--- src/sv/sre_pkg.sv ---
`timescale 1ns / 1ps

package sre_pkg;

    // operation codes
    localparam logic [1:0] K_PUSH = 2'd0;
    localparam logic [1:0] K_POP  = 2'd1;
    localparam logic [1:0] K_ROLL = 2'd2;

    // status codes
    localparam logic [1:0] ST_OK    = 2'd0;
    localparam logic [1:0] ST_RANGE = 2'd1;
    localparam logic [1:0] ST_OVER  = 2'd2;
    localparam logic [1:0] ST_UNDER = 2'd3;

    // modulo unit widths: magnitude of a non-negative shift and of a count
    localparam int KW = 15;
    localparam int NW = 7;

    typedef struct packed {
        logic [1:0]         kind;
        logic [7:0]         push_value;
        logic signed [7:0]  roll_count;
        logic signed [15:0] roll_shift;
    } t_in_item;

    typedef struct packed {
        logic [7:0] data_out;
        logic [4:0] fill_out;
        logic [1:0] status;
    } t_out_item;

    typedef struct packed {
        logic          start;
        logic [KW-1:0] dividend;
        logic [NW-1:0] divisor;
    } t_mod_req;

endpackage

--- src/sv/sre_mod.sv ---
`timescale 1ns / 1ps

// Restoring remainder, one dividend bit per cycle.
module sre_mod (
    input  logic              i_clk,
    input  logic              i_rst_n,
    input  sre_pkg::t_mod_req i_req,
    output logic              o_done,
    output logic [sre_pkg::NW-1:0] o_rem
);
    import sre_pkg::*;

    logic          r_busy;
    logic          r_done;
    logic [3:0]    r_cnt;
    logic [KW-1:0] r_dvd;
    logic [NW-1:0] r_dvs;
    logic [NW-1:0] r_rem;
    logic [NW:0]   s_trial;
    logic [NW-1:0] s_rem_nx;

    always_comb begin
        s_trial = {r_rem, r_dvd[KW-1]};
        if (s_trial >= {1'b0, r_dvs}) begin
            s_rem_nx = NW'(s_trial - {1'b0, r_dvs});
        end else begin
            s_rem_nx = s_trial[NW-1:0];
        end
    end

    always_ff @(posedge i_clk) begin
        if (!i_rst_n) begin
            r_busy <= 1'b0;
            r_done <= 1'b0;
            r_cnt  <= '0;
        end else begin
            r_done <= 1'b0;
            if (i_req.start) begin
                r_busy <= 1'b1;
                r_cnt  <= '0;
                r_dvd  <= i_req.dividend;
                r_dvs  <= i_req.divisor;
                r_rem  <= '0;
            end else if (r_busy) begin
                r_rem <= s_rem_nx;
                r_dvd <= {r_dvd[KW-2:0], 1'b0};
                r_cnt <= r_cnt + 4'd1;
                if (r_cnt == 4'(KW - 1)) begin
                    r_busy <= 1'b0;
                    r_done <= 1'b1;
                end
            end
        end
    end

    assign o_done = r_done;
    assign o_rem  = r_rem;

endmodule

--- src/sv/stack_roll_engine_core.sv ---
`timescale 1ns / 1ps

// Byte stack with push, pop and roll. One item in, one result item out.
// Push and pop on a full or empty stack are flagged (overflow, underflow)
// and change nothing; a roll with a negative count or shift, or a count
// above the fill, is flagged as out of range and changes nothing; a roll of
// zero entries is a plain no-op. Items are handled one at a time; a result
// sits in an output register, so the next item is taken while it waits.
// Path from acceptance to the result being offered: a push, and a pop on an
// empty stack, go straight to the output state; other pops pass through a
// read wait; other non-roll items and rejected or zero-entry rolls read the
// top of the stack first. A roll of n entries waits for the shift remainder
// unit and is bound by the one read port and one write port of the stack and
// scratch memories: the top n entries are copied out to scratch one a cycle
// and written back rotated one a cycle. The input is taken again the cycle
// after a result is loaded into the output register.
module stack_roll_engine_core #(
    parameter int STACK_DEPTH = 16
) (
    input  logic              i_clk,
    input  logic              i_rst_n,
    input  logic              i_in_valid,
    output logic              o_in_stall,
    input  sre_pkg::t_in_item i_in,
    output logic              o_out_valid,
    input  logic              i_out_stall,
    output sre_pkg::t_out_item o_out
);
    import sre_pkg::*;

    localparam int AW = $clog2(STACK_DEPTH);
    localparam int FW = $clog2(STACK_DEPTH + 1);

    localparam logic [3:0] S_IDLE  = 4'd0;
    localparam logic [3:0] S_MOD   = 4'd1;
    localparam logic [3:0] S_COPY  = 4'd2;
    localparam logic [3:0] S_DRN1  = 4'd3;
    localparam logic [3:0] S_ROT   = 4'd4;
    localparam logic [3:0] S_DRN2  = 4'd5;
    localparam logic [3:0] S_RDTOP = 4'd6;
    localparam logic [3:0] S_WAIT  = 4'd7;
    localparam logic [3:0] S_OUT   = 4'd8;

    // memories: stack proper and scratch copy of the rolling window
    logic [7:0] r_stk_mem [STACK_DEPTH];
    logic [7:0] r_scr_mem [STACK_DEPTH];
    logic [7:0] r_stk_q;
    logic [7:0] r_scr_q;

    logic [3:0]    r_state;
    logic [FW-1:0] r_fill;
    logic [FW-1:0] r_n;      // roll window size
    logic [FW-1:0] r_s;      // effective shift, below r_n
    logic [FW-1:0] r_idx;    // top position being issued
    logic [FW-1:0] r_j;      // scratch index being read in write-back
    logic          r_pv_scr; // stack read in flight, goes to scratch
    logic          r_pv_stk; // scratch read in flight, goes to stack
    logic [AW-1:0] r_pi;
    logic [AW-1:0] r_pa;
    logic [7:0]    r_res_data;
    logic [1:0]    r_res_status;
    logic          r_out_valid;
    t_out_item     r_out;

    logic          s_acc;
    logic          s_neg;
    logic          s_push_ok;
    logic          s_pop_ok;
    logic          s_roll_go;
    logic          s_out_load;
    logic [FW-1:0] s_top;
    logic [FW-1:0] s_top_i;
    logic [FW-1:0] s_j_inc;

    logic          s_stk_we;
    logic [AW-1:0] s_stk_wa;
    logic [7:0]    s_stk_wd;
    logic          s_stk_re;
    logic [AW-1:0] s_stk_ra;

    t_mod_req      s_req;
    logic          s_mod_done;
    logic [NW-1:0] s_mod_rem;

    assign o_in_stall = (r_state != S_IDLE);
    assign s_acc      = i_in_valid && (r_state == S_IDLE);
    // result goes into the output register once it is empty or being taken
    assign s_out_load = (r_state == S_OUT) && (!r_out_valid || !i_out_stall);

    assign s_top   = r_fill - FW'(1);
    assign s_top_i = r_fill - FW'(1) - r_idx;
    assign s_j_inc = r_j + FW'(1);

    assign s_neg     = i_in.roll_count[7] || i_in.roll_shift[15];
    assign s_push_ok = (i_in.kind == K_PUSH) && (r_fill < FW'(STACK_DEPTH));
    assign s_pop_ok  = (i_in.kind == K_POP) && (r_fill != '0);
    // roll that actually moves entries: count in 1..fill, shift non-negative
    assign s_roll_go = (i_in.kind == K_ROLL) && !s_neg
                       && (i_in.roll_count != '0)
                       && ({1'b0, i_in.roll_count[6:0]} <= 8'(r_fill));

    assign s_req.start    = s_acc && s_roll_go;
    assign s_req.dividend = i_in.roll_shift[KW-1:0];
    assign s_req.divisor  = i_in.roll_count[NW-1:0];

    sre_mod u_mod (
        .i_clk   (i_clk),
        .i_rst_n (i_rst_n),
        .i_req   (s_req),
        .o_done  (s_mod_done),
        .o_rem   (s_mod_rem)
    );

    // stack port: push writes in the accept cycle, rotation writes back
    // from the scratch pipeline; reads feed pop, final top and the copy pass
    assign s_stk_we = (s_acc && s_push_ok) || r_pv_stk;
    assign s_stk_wa = r_pv_stk ? r_pa : r_fill[AW-1:0];
    assign s_stk_wd = r_pv_stk ? r_scr_q : i_in.push_value;
    assign s_stk_re = (s_acc && s_pop_ok)
                      || ((r_state == S_RDTOP) && (r_fill != '0))
                      || (r_state == S_COPY);
    assign s_stk_ra = (r_state == S_COPY) ? s_top_i[AW-1:0] : s_top[AW-1:0];

    always_ff @(posedge i_clk) begin
        if (s_stk_we) begin
            r_stk_mem[s_stk_wa] <= s_stk_wd;
        end
        if (s_stk_re) begin
            r_stk_q <= r_stk_mem[s_stk_ra];
        end
    end

    always_ff @(posedge i_clk) begin
        if (r_pv_scr) begin
            r_scr_mem[r_pi] <= r_stk_q;
        end
        if (r_state == S_ROT) begin
            r_scr_q <= r_scr_mem[r_j[AW-1:0]];
        end
    end

    always_ff @(posedge i_clk) begin
        if (!i_rst_n) begin
            r_state     <= S_IDLE;
            r_fill      <= '0;
            r_pv_scr    <= 1'b0;
            r_pv_stk    <= 1'b0;
            r_out_valid <= 1'b0;
        end else begin
            // a copy or write-back read issued this cycle lands next cycle
            r_pv_scr <= (r_state == S_COPY);
            r_pv_stk <= (r_state == S_ROT);
            if (s_out_load) begin
                r_out_valid <= 1'b1;
            end else if (r_out_valid && !i_out_stall) begin
                r_out_valid <= 1'b0;
            end
            case (r_state)
                S_IDLE: begin
                    if (i_in_valid) begin
                        case (i_in.kind)
                            K_PUSH: begin
                                if (s_push_ok) begin
                                    r_res_status <= ST_OK;
                                    r_fill       <= r_fill + FW'(1);
                                    r_res_data   <= i_in.push_value;
                                    r_state      <= S_OUT;
                                end else begin
                                    r_res_status <= ST_OVER;
                                    r_state      <= S_RDTOP;
                                end
                            end
                            K_POP: begin
                                if (s_pop_ok) begin
                                    r_res_status <= ST_OK;
                                    r_fill       <= s_top;
                                    r_state      <= S_WAIT;
                                end else begin
                                    r_res_status <= ST_UNDER;
                                    r_res_data   <= 8'd0;
                                    r_state      <= S_OUT;
                                end
                            end
                            K_ROLL: begin
                                if (s_neg || ({1'b0, i_in.roll_count[6:0]} > 8'(r_fill))) begin
                                    r_res_status <= ST_RANGE;
                                    r_state      <= S_RDTOP;
                                end else if (s_roll_go) begin
                                    r_res_status <= ST_OK;
                                    r_n          <= FW'(i_in.roll_count[6:0]);
                                    r_state      <= S_MOD;
                                end else begin
                                    r_res_status <= ST_OK;
                                    r_state      <= S_RDTOP;
                                end
                            end
                            default: begin
                                r_res_status <= ST_OK;
                                r_state      <= S_RDTOP;
                            end
                        endcase
                    end
                end
                S_MOD: begin
                    if (s_mod_done) begin
                        r_s     <= FW'(s_mod_rem);
                        r_idx   <= '0;
                        r_state <= S_COPY;
                    end
                end
                S_COPY: begin
                    // top position r_idx goes to scratch entry r_idx
                    r_pi     <= r_idx[AW-1:0];
                    r_idx    <= r_idx + FW'(1);
                    if (r_idx == r_n - FW'(1)) begin
                        r_state <= S_DRN1;
                    end
                end
                S_DRN1: begin
                    r_idx   <= '0;
                    r_j     <= r_s;
                    r_state <= S_ROT;
                end
                S_ROT: begin
                    // new top position i takes old position (i + s) mod n
                    r_pa     <= s_top_i[AW-1:0];
                    r_idx    <= r_idx + FW'(1);
                    r_j      <= (s_j_inc == r_n) ? '0 : s_j_inc;
                    if (r_idx == r_n - FW'(1)) begin
                        r_state <= S_DRN2;
                    end
                end
                S_DRN2: begin
                    r_state <= S_RDTOP;
                end
                S_RDTOP: begin
                    if (r_fill == '0) begin
                        r_res_data <= 8'd0;
                        r_state    <= S_OUT;
                    end else begin
                        r_state <= S_WAIT;
                    end
                end
                S_WAIT: begin
                    r_res_data <= r_stk_q;
                    r_state    <= S_OUT;
                end
                S_OUT: begin
                    if (s_out_load) begin
                        r_out.data_out <= r_res_data;
                        r_out.fill_out <= 5'(r_fill);
                        r_out.status   <= r_res_status;
                        r_state        <= S_IDLE;
                    end
                end
                default: begin
                    r_state <= S_IDLE;
                end
            endcase
        end
    end

    assign o_out_valid = r_out_valid;
    assign o_out       = r_out;

    // fill never passes the stack depth
    a_fill_bound: assert property (@(posedge i_clk) disable iff (!i_rst_n)
        r_fill <= FW'(STACK_DEPTH))
        else $error("fill above stack depth");

    // rotation write-back stays inside the occupied part of the stack
    a_wb_inside: assert property (@(posedge i_clk) disable iff (!i_rst_n)
        r_pv_stk |-> (FW'(r_pa) < r_fill))
        else $error("roll write-back above top of stack");

    // remainder from the modulo unit is below the window size
    a_rem_range: assert property (@(posedge i_clk) disable iff (!i_rst_n)
        (s_mod_done && (r_state == S_MOD)) |-> (8'(s_mod_rem) < 8'(r_n)))
        else $error("roll shift remainder not below count");

    // nothing left in the memory pipeline once back in idle
    a_idle_drained: assert property (@(posedge i_clk) disable iff (!i_rst_n)
        (r_state == S_IDLE) |-> (!r_pv_scr && !r_pv_stk))
        else $error("memory transfer pending in idle");

endmodule
--- config.mk ---
export PLATFORM = sky130hd
export DESIGN_NAME = stack_roll_engine_core
export DESIGN_NICKNAME = d
export VERILOG_FILES = /design/src/sv/sre_pkg.sv /design/src/sv/sre_mod.sv /design/src/sv/stack_roll_engine_core.sv
export SDC_FILE = /design/constraint.sdc
export NUM_CORES = 1
export LEC_CHECK = 0
export ABC_AREA = 1
export BUFFER_PORTS_ARGS = -buffer_cell sky130_fd_sc_hd__buf_4
export CELL_PAD_IN_SITES_DETAIL_PLACEMENT = 0
export CELL_PAD_IN_SITES_GLOBAL_PLACEMENT = 1
export CORE_MARGIN = 2
export CORE_UTILIZATION = 46
export DETAILED_ROUTE_END_ITERATION = 8
export MAX_ROUTING_LAYER = met4
export PLACE_DENSITY_LB_ADDON = 0.1
export SLEW_MARGIN = 10
export SYNTH_ARGS = -nofsm -noshare
export SYNTH_HDL_FRONTEND = slang
export SYNTH_SLANG_ARGS = --single-unit
--- constraint.sdc ---
create_clock -name i_clk -period 2.4 [get_ports i_clk]
set_input_delay 0.12 -clock i_clk [delete_from_list [all_inputs] [get_ports i_clk]]
set_output_delay 0.12 -clock i_clk [all_outputs]
set_load 0.01 [all_outputs]
==> results by group <==
Global route
  – Initial antenna violation count: 0
  – Global-route wire length before repair: 61.28 mm
  – Largest net degree at the start of global routing: 65
  – Vias in the first global route: 10560
  – Overflow after GRT: 0
  – GRT Util Overall: 23.07%

Timing
  – Final worst slack: 0.04302 ns
  – Hold Vio Cnt, Final: 0
  – RSZ-0062 raised after global routing: yes
  – Worst slew margin: 32.93%
  – Fin Hold WS: 0.04366 ns
  – Clock skew: 0.02192 ns
  – Post-layout min period: 2.357 ns
  – Final Setup Violations: 0
  – Final period util: 98.21%
  – Fmax: 0.4243 GHz
  – Setup TNS: 0 ns
  – Final Max Slew Viols: 0
  – Slew @ Worst Pin: 1.006 ns

Die
  – Row count: 68
  – Die X: 191.1 µm
  – Number of top-level pins: 55
  – Initial core utilization: 46.61%
  – Die H: 191.1 µm
  – Core box area: 34540 µm²
  – Die footprint: 36520 µm²

Detailed routing
  – Vias per std cell: 5.359
  – Vias after detailed routing: 10680
  – Final WL: 39.97 mm
  – Average wire per standard cell: 20.07 µm
  – Routed Antenna Nets: 0
  – Drt pass-1 iters: 5
  – Drt first-iter violations: 911
  – DR DRC count: 0

Clock tree
  – CTS Sinks: 372
  – Clock buffer depth: 3
  – CTS tree: done
  – Skew-Pair Late Insertion Delay: 0.54 ns
  – Reg clk slew, reported paths: 0.06 ns
  – Max H-tree Level: 2
  – Clk root buf: clkbuf_16
  – CTS buffer count: 41

Synthesis
  – Avg Inst Size Synth: 12.03 µm²
  – Netlist cell types: 52
  – Syn Inst Count: 1338
  – Syn Nets: 1400
  – Top cells by area, synth: edfxtp_1, nand2_1, o211ai_1
  – Yosys reg bits: 372
  – Post-synth EDFFs: 354
  – Async S/R FF share, synth: 0%
  – Top-area cell type share of the netlist area: 66.02%
  – Seq/Total Area, Yosys: 68.26%
  – Synth warnings: 0
  – Synth area leader: edfxtp_1
  – Main synth FF type: edfxtp_1
  – Mapped Area: 16100 µm²

Cells and area
  – Post-layout net count: 1567
  – Share of cells above drive strength 1: 18.02%
  – Area Overhead vs Synth: 20.25%
  – Antenna cell count: 0
  – Core Util, Final: 56.05%
  – Filler cell count: 2955

Worst setup path
  – Worst Path Required: 2.69 ns
  – Slowest-stage cell, CP: fa_2
  – Crit. End Element: flop
  – CP top delay family: adder cells
  – Worst Path Max Fanout: 6
  – Startpoint types: flop
  – Crit path DAT: 2.64 ns
  – Buf+Inv Stages, Crit Path: 4
  – Worst path depth: 11
  – Worst r2r path cells: 11
  – CP Cell Sequence: inv_2 > ha_4 > fa_2 > o21ai_4 > buf_6 > buf_6 > buf_8 > o211ai_1 > nand3_1 > nand3_1 > nand2_1
  – Setup CP Type: reg -> reg
  – CP max stage delay: 0.58 ns

Pwr
  – Overall power: 20.59 mW
  – Max VDD drop: 530.2 µV
  – Total power per unit cell area: 1063 nW/µm²
  – Internal power: 13.86 mW
  – Sequential share of power: 42.0%
  – Comb power frac: 28.8%
  – Switching Share: 32.71%
  – Leakage: 7.271 nW
  – Sw Pwr: 6.735 mW
  – Clock group share of total power: 29.3%

Place
  – GP Congestion: 0.8473
  – Number of port buffers: 54
  – Place WS: -0.06569 ns
  – Hpwl dp: 26.55 mm

Worst hold path
  – Hold crit path type: in -> reg
  – Hold path depth: 4

Run status
  – Outcome: finished, final reports clean

Flow run
  – MaxCap Viol Count: 0
[cell usage in the layout (no fill, tap or decap), drive strengths merged, types with 18 or more instances in the layout]
master | Yosys | layout
edfxtp | 354 | 354
nand2 | 210 | 210
buf | 29 | 151
inv | 133 | 135
nor2 | 123 | 123
nand3 | 91 | 91
o21ai | 78 | 78
o211ai | 66 | 66
clkbuf | 25 | 59
or2 | 30 | 30
dlygate4sd3 | 0 | 26
mux2i | 25 | 25
o221ai | 25 | 25
a21oi | 24 | 24
ha | 22 | 22
dfxtp | 18 | 18
[sequential cells by signal, indices dropped and copies added (netlist names), 5 cells and up]
register	cells
u_mod.r_dvd	15
r_stk_mem	128
r_j	5
r_stk_q	8
r_scr_mem	128
u_mod.o_rem	7
r_fill	5
r_n	5
u_mod.r_dvs	7
o_out	15
r_idx	5
r_res_data	8
r_s	5
r_scr_q	8
[what timing repair did]
action,4_1_cts,5_1_grt
hold endpoints to repair,36,0
pin swaps,3,22
setup endpoints to repair,16,79
cloned,0,1
resized for setup,7,29
hold buffers,26,0
setup buffers,1,5
[Yosys cell counts (4+ instances only)]
cell / count
xor2_1: 16
clkinv_1: 5
nor3_1: 17
edfxtp_1: 354
mux2i_1: 25
xnor2_1: 6
o21ai_0: 74
or2_2: 21
nand2_1: 206
a21oi_1: 23
inv_2: 6
o211ai_1: 65
nor2_1: 119
buf_4: 5
o32ai_1: 4
nand3_1: 90
a31oi_1: 4
o31ai_1: 8
dfxtp_1: 18
or2_1: 9
o221ai_1: 25
nand4_1: 6
inv_1: 127
ha_1: 22
clkbuf_1: 23
buf_2: 20
[logic make-up (layout without fill, tap and decap cells)]
family                   Yosys count  after routing  share of synthesized area (%)
adder cells (fa/ha/maj)           24             24                          1.958
AO/OA/AOI/OAI                    220            220                          9.100
AND/OR/NAND/NOR                  483            483                          13.08
buffers and inverters            192            391                          4.857
flip-flops                       372            372                          68.26
XOR/XNOR                          22             22                          1.197
multiplexers                      25             25                          1.554
[path summary, 6_finish.rpt]
check | slack (ns) | start | endpoint
min reg2reg | 0.42 | r_res_data[3] | o_out[10]
max | 0.04 | r_fill[1] | r_stk_q[0]
min | 0.04 | i_in[32] | r_res_status[0]
max reg2reg | 0.04 | r_fill[1] | r_stk_q[0]
[layout make-up]
type	count	area, µm²	area share, %
clock buffer	58	1110	5.732
clock inverter	17	167.7	0.8659
inverter	138	525.5	2.714
multi-input combinational	774	4463	23.05
sequential	372	10990	56.78
tap	455	569.3	2.940
timing repair buffer	178	1533	7.916
[power by group through the flow]
stage	Combinational (mW)	Clock [mW]	Sequential, mW
detailed placement	5.41	0	8.77
global route	6.50	6.40	8.69
global placement	5.41	0	8.76
CTS	5.56	6.14	8.64
floorplan	3.35	0	8.48
finish	5.92	6.03	8.64
[tightest hold or removal path: cells and delay by family]
kind,cells,cell delay (ns)
AND/OR/NAND/NOR,3,0.17
buffers and inverters,1,0.11
[metal layers]
layer | GRT usage, % | vias up | wire (µm)
li1 | - | 5121 | -
met1 | 32.81 | 5161 | 18740
met2 | 34.20 | 346 | 17680
met3 | 4.975 | 48 | 2882
met4 | 5.148 | 0 | 667
met5 | - | - | 0
[metrics by stage]
stage	cell area, µm²	std cells
after global routing	19360	1992
final	19360	1992
after detailed placement	17620	1884
after global placement	17620	1884
after CTS	19190	1986
after floorplan	16120	1338
Power figures use the tool's default switching activity.
